## src/design/rcpn_pkg.sv

```systemverilog
package rcpn_pkg;

    // Field and register widths
    localparam int CAL_W     = 16;
    localparam int NORM_W    = 16;
    localparam int CFG_IDX_W = 2;

    // Quotient bits: magnitude stays below full scale (2^15)
    localparam int QUOT_W = 15;

    // Register indexes on the config port
    localparam logic [CFG_IDX_W-1:0] REG_CAL_LOW    = 2'd0;
    localparam logic [CFG_IDX_W-1:0] REG_CAL_CENTER = 2'd1;
    localparam logic [CFG_IDX_W-1:0] REG_CAL_HIGH   = 2'd2;

    // Reset values of the calibration points
    localparam logic [CAL_W-1:0] CAL_LOW_RESET    = 16'd1050;
    localparam logic [CAL_W-1:0] CAL_CENTER_RESET = 16'd1520;
    localparam logic [CAL_W-1:0] CAL_HIGH_RESET   = 16'd1950;

    // Output limits
    localparam logic [NORM_W-1:0] NORM_MIN = 16'h8000;
    localparam logic [NORM_W-1:0] NORM_MAX = 16'h7FFF;

    // Which segment of the curve a sample falls in
    typedef enum logic [1:0] {
        MODE_SAT_LOW,
        MODE_SAT_HIGH,
        MODE_UPPER,
        MODE_LOWER
    } mode_t;

endpackage

```

## src/design/rc_pulse_to_normalized_value_top.sv

```systemverilog
// Three-point calibration of an RC pulse width into a signed stick position.
// One beat is accepted on every cycle that start is high; busy stays low, so
// samples may follow back to back with no gap. Each result appears on
// norm_value with done high for exactly one cycle, in the order the
// samples came in; the receiver cannot stall. The pipeline is one input
// stage that picks the segment and forms the dividend and divisor, a
// 15-stage restoring divider that resolves one quotient bit per stage,
// and one output stage that applies sign and limits.
// Calibration points are written through cfg_write/cfg_index/cfg_data and
// must only change while no sample is in flight.
module rc_pulse_to_normalized_value_top #(
    parameter int RAW_WIDTH = 16
) (
    input  logic                          clk,
    input  logic                          rst_n,
    input  logic                          cfg_write,
    input  logic [rcpn_pkg::CFG_IDX_W-1:0] cfg_index,
    input  logic [rcpn_pkg::CAL_W-1:0]     cfg_data,
    input  logic                          start,
    output logic                          busy,
    input  logic [rcpn_pkg::CAL_W-1:0]     pulse_width,
    output logic                          done,
    output logic signed [rcpn_pkg::NORM_W-1:0] norm_value
);
    import rcpn_pkg::*;

    localparam int EXT_W = RAW_WIDTH + CAL_W;

    // Calibration registers
    logic [CAL_W-1:0] cal_low_reg;
    logic [CAL_W-1:0] cal_center_reg;
    logic [CAL_W-1:0] cal_high_reg;

    always_ff @(posedge clk or negedge rst_n)
    begin
        if (!rst_n)
        begin
            cal_low_reg    <= CAL_LOW_RESET;
            cal_center_reg <= CAL_CENTER_RESET;
            cal_high_reg   <= CAL_HIGH_RESET;
        end
        else if (cfg_write)
        begin
            case (cfg_index)
                REG_CAL_LOW:    cal_low_reg    <= cfg_data;
                REG_CAL_CENTER: cal_center_reg <= cfg_data;
                REG_CAL_HIGH:   cal_high_reg   <= cfg_data;
                default:        ;
            endcase
        end
    end

    // No back-pressure: a beat is taken every cycle
    assign busy = 1'b0;

    // Values reduced modulo 2^RAW_WIDTH
    logic [EXT_W-1:0]     raw_ext;
    logic [EXT_W-1:0]     lo_ext;
    logic [EXT_W-1:0]     mid_ext;
    logic [EXT_W-1:0]     hi_ext;
    logic [RAW_WIDTH-1:0] raw;
    logic [RAW_WIDTH-1:0] lo;
    logic [RAW_WIDTH-1:0] mid;
    logic [RAW_WIDTH-1:0] hi;

    assign raw_ext = EXT_W'(pulse_width);
    assign lo_ext  = EXT_W'(cal_low_reg);
    assign mid_ext = EXT_W'(cal_center_reg);
    assign hi_ext  = EXT_W'(cal_high_reg);
    assign raw     = raw_ext[RAW_WIDTH-1:0];
    assign lo      = lo_ext[RAW_WIDTH-1:0];
    assign mid     = mid_ext[RAW_WIDTH-1:0];
    assign hi      = hi_ext[RAW_WIDTH-1:0];

    // Pipeline stage arrays: index 0 is the input stage, index QUOT_W the divider end
    logic                 valid_reg [0:QUOT_W];
    mode_t                mode_reg  [0:QUOT_W];
    logic [RAW_WIDTH-1:0] rem_reg   [0:QUOT_W];
    logic [RAW_WIDTH-1:0] den_reg   [0:QUOT_W];
    logic [QUOT_W-1:0]    quot_reg  [0:QUOT_W];

    // Input stage: segment select, numerator (below divisor) and divisor
    mode_t                mode_next;
    logic [RAW_WIDTH-1:0] num_next;
    logic [RAW_WIDTH-1:0] den_next;

    always_comb
    begin
        num_next = raw - mid;
        den_next = hi - mid;
        if (raw <= lo)
        begin
            mode_next = MODE_SAT_LOW;
        end
        else if (raw >= hi)
        begin
            mode_next = MODE_SAT_HIGH;
        end
        else if (raw >= mid)
        begin
            mode_next = MODE_UPPER;
        end
        else
        begin
            mode_next = MODE_LOWER;
            num_next  = mid - raw;
            den_next  = mid - lo;
        end
    end

    always_ff @(posedge clk or negedge rst_n)
    begin
        if (!rst_n)
        begin
            valid_reg[0] <= 1'b0;
        end
        else
        begin
            valid_reg[0] <= start & ~busy;
        end
    end

    always_ff @(posedge clk)
    begin
        mode_reg[0] <= mode_next;
        rem_reg[0]  <= num_next;
        den_reg[0]  <= den_next;
        quot_reg[0] <= '0;
    end

    // Restoring divider: one quotient bit per stage, remainder stays below divisor
    for (genvar k = 0; k < QUOT_W; k++)
    begin : g_div
        logic [RAW_WIDTH:0]   dbl;
        logic [RAW_WIDTH:0]   diff;
        logic                 qbit;
        logic [RAW_WIDTH-1:0] rem_next;

        always_comb
        begin
            dbl      = {rem_reg[k], 1'b0};
            diff     = dbl - {1'b0, den_reg[k]};
            qbit     = (dbl >= {1'b0, den_reg[k]});
            rem_next = qbit ? diff[RAW_WIDTH-1:0] : dbl[RAW_WIDTH-1:0];
        end

        always_ff @(posedge clk or negedge rst_n)
        begin
            if (!rst_n)
            begin
                valid_reg[k+1] <= 1'b0;
            end
            else
            begin
                valid_reg[k+1] <= valid_reg[k];
            end
        end

        always_ff @(posedge clk)
        begin
            mode_reg[k+1] <= mode_reg[k];
            rem_reg[k+1]  <= rem_next;
            den_reg[k+1]  <= den_reg[k];
            quot_reg[k+1] <= {quot_reg[k][QUOT_W-2:0], qbit};
        end
    end

    // Output stage: sign and limits
    logic [NORM_W-1:0] norm_next;
    logic [NORM_W-1:0] norm_reg;
    logic              done_reg;

    always_comb
    begin
        case (mode_reg[QUOT_W])
            MODE_SAT_LOW:  norm_next = NORM_MIN;
            MODE_SAT_HIGH: norm_next = NORM_MAX;
            MODE_UPPER:    norm_next = {1'b0, quot_reg[QUOT_W]};
            MODE_LOWER:    norm_next = NORM_W'(0) - {1'b0, quot_reg[QUOT_W]};
            default:       norm_next = NORM_MIN;
        endcase
    end

    always_ff @(posedge clk or negedge rst_n)
    begin
        if (!rst_n)
        begin
            done_reg <= 1'b0;
        end
        else
        begin
            done_reg <= valid_reg[QUOT_W];
        end
    end

    always_ff @(posedge clk)
    begin
        norm_reg <= norm_next;
    end

    assign done       = done_reg;
    assign norm_value = $signed(norm_reg);

endmodule
```

## config.mk

```make
export PLATFORM = sky130hd
export DESIGN_NAME = rc_pulse_to_normalized_value_top
export DESIGN_NICKNAME = d
export VERILOG_FILES = /design/src/design/rcpn_pkg.sv /design/src/design/rc_pulse_to_normalized_value_top.sv
export SDC_FILE = /design/constraint.sdc
export NUM_CORES = 1
export LEC_CHECK = 0
export BUFFER_PORTS_ARGS = -buffer_cell sky130_fd_sc_hd__buf_4
export CAP_MARGIN = 20
export CORE_MARGIN = 5
export CORE_UTILIZATION = 45
export DETAILED_ROUTE_END_ITERATION = 10
export HOLD_SLACK_MARGIN = 0.06
export MAX_ROUTING_LAYER = met4
export SYNTH_ARGS = -nofsm -noshare
export SYNTH_HDL_FRONTEND = slang
export SYNTH_SLANG_ARGS = --single-unit
```

## constraint.sdc

```tcl
create_clock -name clk -period 7.55 [get_ports clk]
set_input_delay 1.51 -clock clk [delete_from_list [all_inputs] [get_ports clk]]
set_output_delay 1.51 -clock clk [all_outputs]
set_load 0.03 [all_outputs]
```

==> results of run 1 <==
cells in the mapped netlist, drive strengths merged, types with 10 or more instances:
| cell | instances |
|---|---|
| a211oi | 15 |
| nor2b | 30 |
| nand2b | 25 |
| nor2 | 167 |
| or3 | 14 |
| inv | 399 |
| a31oi | 28 |
| fa | 18 |
| a21o | 123 |
| dfxtp | 648 |
| nand3 | 43 |
| and3 | 16 |
| o31ai | 24 |
| nor3 | 50 |
| ha | 333 |
| o21ai | 282 |
| nand4 | 41 |
| o31a | 10 |
| dfstp | 18 |
| mux2i | 31 |
| o211ai | 14 |
| buf | 29 |
| mux2 | 51 |
| a22o | 11 |
| a41oi | 15 |
| xor2 | 111 |
| o21bai | 30 |
| nand2 | 297 |
| xnor2 | 90 |
| dfrtp | 47 |
| clkbuf | 28 |
| a21oi | 189 |
| o21a | 67 |
routing by layer:
layer | vias up | GRT usage, % | routed length (um)
met3 | 126 | 2.80 | 2260
li1 | 11900 | - | -
met2 | 311 | 30.1 | 32900
met5 | - | - | 0
met1 | 10600 | 23.2 | 32300
met4 | 0 | 5.52 | 1880
metrics by stage:
step	hold WS [ns]	cell area, um2	utilization (%)	cells	setup WS, ns
after floorplan	0.310	32500	-	3404	3.93
after global placement	0.310	33900	47.5	4363	3.09
after detailed placement	0.312	33900	47.5	4363	3.02
after CTS	0.305	36500	51.1	4501	3.68
after global routing	0.319	36600	51.2	4506	3.44
final	0.310	36600	51.2	4506	3.63
cell type report:
cell class,count,area (um2),share of cell area [%]
multi-input cells,2235,16100,44.1
flip-flops and latches,713,14600,40.0
clock buffers,106,2180,5.95
inverters,399,1500,4.09
well taps,950,1190,3.25
repair buffers,69,537,1.47
clock inverters,32,430,1.18
diodes,2,5.00,0.0137
how the worst max path moves through the flow:
stage,end,slack [ns],cells past startpoint
floorplan,rem_reg[0][15],3.93,11
finish,rem_reg[0][10],3.63,12
CTS,rem_reg[0][10],3.68,12
global route,rem_reg[0][10],3.44,11
global placement,rem_reg[0][10],3.09,9
detailed placement,rem_reg[0][10],3.02,12
logic make-up after synthesis:
| group | synth area share [%] |
|---|---|
| adders and majority gates | 13.9 |
| buffers and inverters | 5.43 |
| AOI/OAI and AO/OA | 17.2 |
| muxes | 2.72 |
| DFF | 45.0 |
| and+or+nand+nor | 10.2 |
| other | 0.0115 |
| xor gates and xnor gates | 5.42 |
==> results_dict.tcl, run 1 <==
set metrics [dict create \
    chipWidth_um 279 \
    clock_path_buffers 3 \
    hold_path_depth 0 \
    ys_top_cells_by_area "dfxtp_1 (40%), ha_1 (13%), inv_1 (4.6%), o21ai_0 (4.3%), dfrtp_1 (3.6%)" \
    grt_pass1_vias 22200 \
    viasPerCell 5.09 \
    ant_nets 0 \
    endpoint_kind "flip-flop" \
    yosysSeqAreaShare_pct 45.0 \
    io_pins 56 \
    cp_top_family "simple AND/OR/NAND/NOR gates" \
    crit_start "pulse_width[0]" \
    clockRootBuffer "clkbuf_16" \
    synth_top_cell_by_area "dfxtp_1" \
    clk_pin_slew_ns 0.06 \
    grt_overflow 0 \
    holdCritPathClass "reg -> reg" \
    yosysTopAreaCellShare_pct 39.9 \
    path_cells "buf_4 > inv_1 > ha_1 > fa_1 > inv_1 > a21oi_1 > o21ai_0 > or3_1 > a21oi_1 > nand2_2 > mux2_2 > xnor2_1" \
    grt_max_degree 66 \
    hold_end "quot_reg[0][94]" \
    synth_area_per_cell_um2 9.54 \
    cap_violations 0 \
    crit_path_max_fanout 41 \
    timing.final.crit_share_pct 51.9 \
    startpoint_type "input pin" \
    nFillCells 6623 \
    rr_endpoint "rem_reg[0][10]" \
    final_max_slew_viol_count 0 \
    reg2reg_depth 9 \
    htree_num_levels 3 \
    hpwlAfterDp_um 53200 \
    num-nets-final 3885 \
    initial_core_util_pct 45.4 \
    tightest_slew_ns 1.02 \
    outcome "completed" \
    grt_pass1_wl_um 114000 \
    antenna_found_initial 2 \
    async_flop_share_pct 9.12 \
    cts_resized 0 \
    hold_viol_final 0 \
    io_buffers 54 \
    core_um2 71500 \
    routedWlPerCell_um 15.4 \
    vias 22900 \
    mostFrequentLayoutCells "dfxtp_1 (648), inv_1 (395), ha_1 (333), nand2_1 (296), o21ai_0 (281)" \
    tritoncts "done" \
    drive_gt1_share_pct 8.22 \
    synth-seq-cells 713 \
    fin_worst_skew_ns 0.0339 \
    max_stage_delay_ns 0.62 \
    max_freq_mhz 255 \
    drt-total-wl_um 69300 \
    post-route-min-period_ns 3.92 \
    fin_tns_setup_ns 0 \
    timing.slew.headroom_pct 31.9 \
    worstPathArrival_ns 4.42 \
    std_cell_rows 98 \
    syn_nets 3793 \
    grt_usage_pct 18.2 \
    insertion_delay_ns 0.63 \
    die_area_um2 77600 \
    die_y_um 279 \
    critPathBufInv 3 \
    synth.distinct_cells 74 \
    drt_iter0_drc 1178 \
    cts_setup_buffers 0 \
    drc 0 \
    layout_commonest_cell "dfxtp_1" \
    worstHoldStart "quot_reg[0][78]" \
    numCtsBuffers 78 \
    yosysWarnings 0 \
    synthFlopType "dfxtp_1" \
    place_congestion 0.869 \
    dr.pass1.iters 5 \
    critPathKind "in -> reg" \
    cts_hold_buf 0 \
    synth_area_um2 32500 \
    rsz0062_at_grt "no" \
    rr_startpoint "cal_low_reg[10]" \
    worstPathRequired_ns 8.05 \
    rrSetupSlack_ns 4.11 \
    area_growth_syn_to_layout_pct 12.6 \
    finalSetupViolations 0 \
    cpMaxStageDelayCell "nand2_2" \
    cts_num_sinks 713 \
    synthCells 3404 \
    synth_edf_count 0 \
]
Power of run 1 is left out: the tool's default activity adds up to more than one toggle a clock period on the data nets, which glitch-free logic cannot reach.
==> run 2: changes to the inputs <==
==> constraint.sdc (replaced) <==
create_clock -name clk -period 3.9 [get_ports clk]
set_input_delay 0.78 -clock clk [delete_from_list [all_inputs] [get_ports clk]]
set_output_delay 0.78 -clock clk [all_outputs]
set_load 0.03 [all_outputs]
==> results_dict.tcl, run 2 (synthesis results as in run 1) <==
set metrics [dict create \
    antenna_found_initial 1 \
    area_growth_syn_to_layout_pct 12.8 \
    clockRootBuffer "clkbuf_16" \
    hpwlAfterDp_um 54300 \
    grt_overflow 0 \
    cap_violations 0 \
    critPathBufInv 1 \
    cts_num_sinks 713 \
    vias 22900 \
    io_pins 56 \
    cp_top_family "compound AO/OA/AOI/OAI gates" \
    drive_gt1_share_pct 8.58 \
    viasPerCell 5.07 \
    worstPathRequired_ns 4.41 \
    cpMaxStageDelayCell "dfrtp_1" \
    chipWidth_um 279 \
    fin_worst_skew_ns 0.0459 \
    hold_viol_final 0 \
    tritoncts "done" \
    drt-total-wl_um 70000 \
    finalSetupViolations 0 \
    htree_num_levels 3 \
    layout_commonest_cell "dfxtp_1" \
    cts_hold_buf 0 \
    clock_path_buffers 3 \
    die_area_um2 77600 \
    drc 0 \
    die_y_um 279 \
    core_um2 71500 \
    holdCritPathClass "in -> async" \
    rsz0062_at_grt "no" \
    cts_setup_buffers 0 \
    critPathKind "reg -> reg" \
    std_cell_rows 98 \
    timing.final.crit_share_pct 78.8 \
    final.setup.worst_slack_ns 0.829 \
    grt_pass1_vias 22700 \
    io_buffers 54 \
    dp_slack_ns 0.648 \
    max_freq_mhz 326 \
    startpoint_type "flip-flop" \
    cts_resized 0 \
    path_cells "inv_1 > ha_1 > nor2b_1 > o21ai_0 > a21oi_1 > o221ai_1 > o21ai_0 > a211oi_1 > xor2_1 > a21oi_1" \
    final_max_slew_viol_count 0 \
    mostFrequentLayoutCells "dfxtp_1 (648), inv_1 (395), ha_1 (333), nand2_1 (296), o21ai_0 (281)" \
    max_stage_delay_ns 0.50 \
    grt_max_degree 66 \
    drt_iter0_drc 1378 \
    routedWlPerCell_um 15.5 \
    place_congestion 0.886 \
    grt_usage_pct 18.4 \
    initial_core_util_pct 45.4 \
    num-nets-final 3892 \
    nFillCells 6630 \
    numCtsBuffers 77 \
    crit_path_max_fanout 6 \
    ant_nets 0 \
    clk_pin_slew_ns 0.06 \
    post-route-min-period_ns 3.07 \
    grt_pass1_wl_um 115000 \
    timing.slew.headroom_pct 28.4 \
    insertion_delay_ns 0.63 \
    fin_tns_setup_ns 0 \
    outcome "completed" \
    endpoint_kind "flip-flop" \
    dr.pass1.iters 7 \
    worstPathArrival_ns 3.58 \
    tightest_slew_ns 1.07 \
]
[run 2: per-layer routing]
layer / wire length, um / global-route usage [%]
met5: 0 / -
met4: 2070 / 6.00
met3: 2960 / 2.92
met2: 33600 / 31.5
met1: 31300 / 22.4
[run 2: path summary, 6_finish.rpt]
check / slack [ns] / start / to / cells past startpoint
max in group asynchronous: 3.10 / rst_n / valid_reg[3] / 1
min in group clk: 0.26 / start / valid_reg[15] / 1
hold / removal: 0.26 / rst_n / valid_reg[14] / 1
hold reg to reg: 0.32 / quot_reg[0][110] / quot_reg[1][6] / 0
setup / recovery: 0.83 / cal_center_reg[1] / den_reg[0][13] / 10
setup reg to reg: 0.83 / cal_center_reg[1] / den_reg[0][13] / 10
[run 2: metrics by stage]
stage / cell area, um2 / cells / hold WS [ns] / util [%]
2_1_floorplan: 32500 / 3404 / 0.310 / -
3_3_place_gp: 34000 / 4374 / 0.310 / 47.6
3_5_place_dp: 34000 / 4374 / 0.312 / 47.6
4_1_cts: 36600 / 4518 / 0.222 / 51.2
5_1_grt: 36600 / 4519 / 0.233 / 51.2
6_report: 36600 / 4519 / 0.255 / 51.2
[run 2: area by class of cell]
| type | count | area, um2 | area share [%] |
|---|---|---|---|
| Antenna cell | 1 | 2.50 | 0.00683 |
| Multi-Input combinational cell | 2235 | 16100 | 44.0 |
| Sequential cell | 713 | 14600 | 39.9 |
| Tap cell | 950 | 1190 | 3.25 |
| Clock buffer | 114 | 2280 | 6.21 |
| Timing Repair Buffer | 77 | 591 | 1.61 |
| Clock inverter | 30 | 329 | 0.899 |
| Inverter | 399 | 1500 | 4.09 |
Power of run 2 is left out for the same reason.
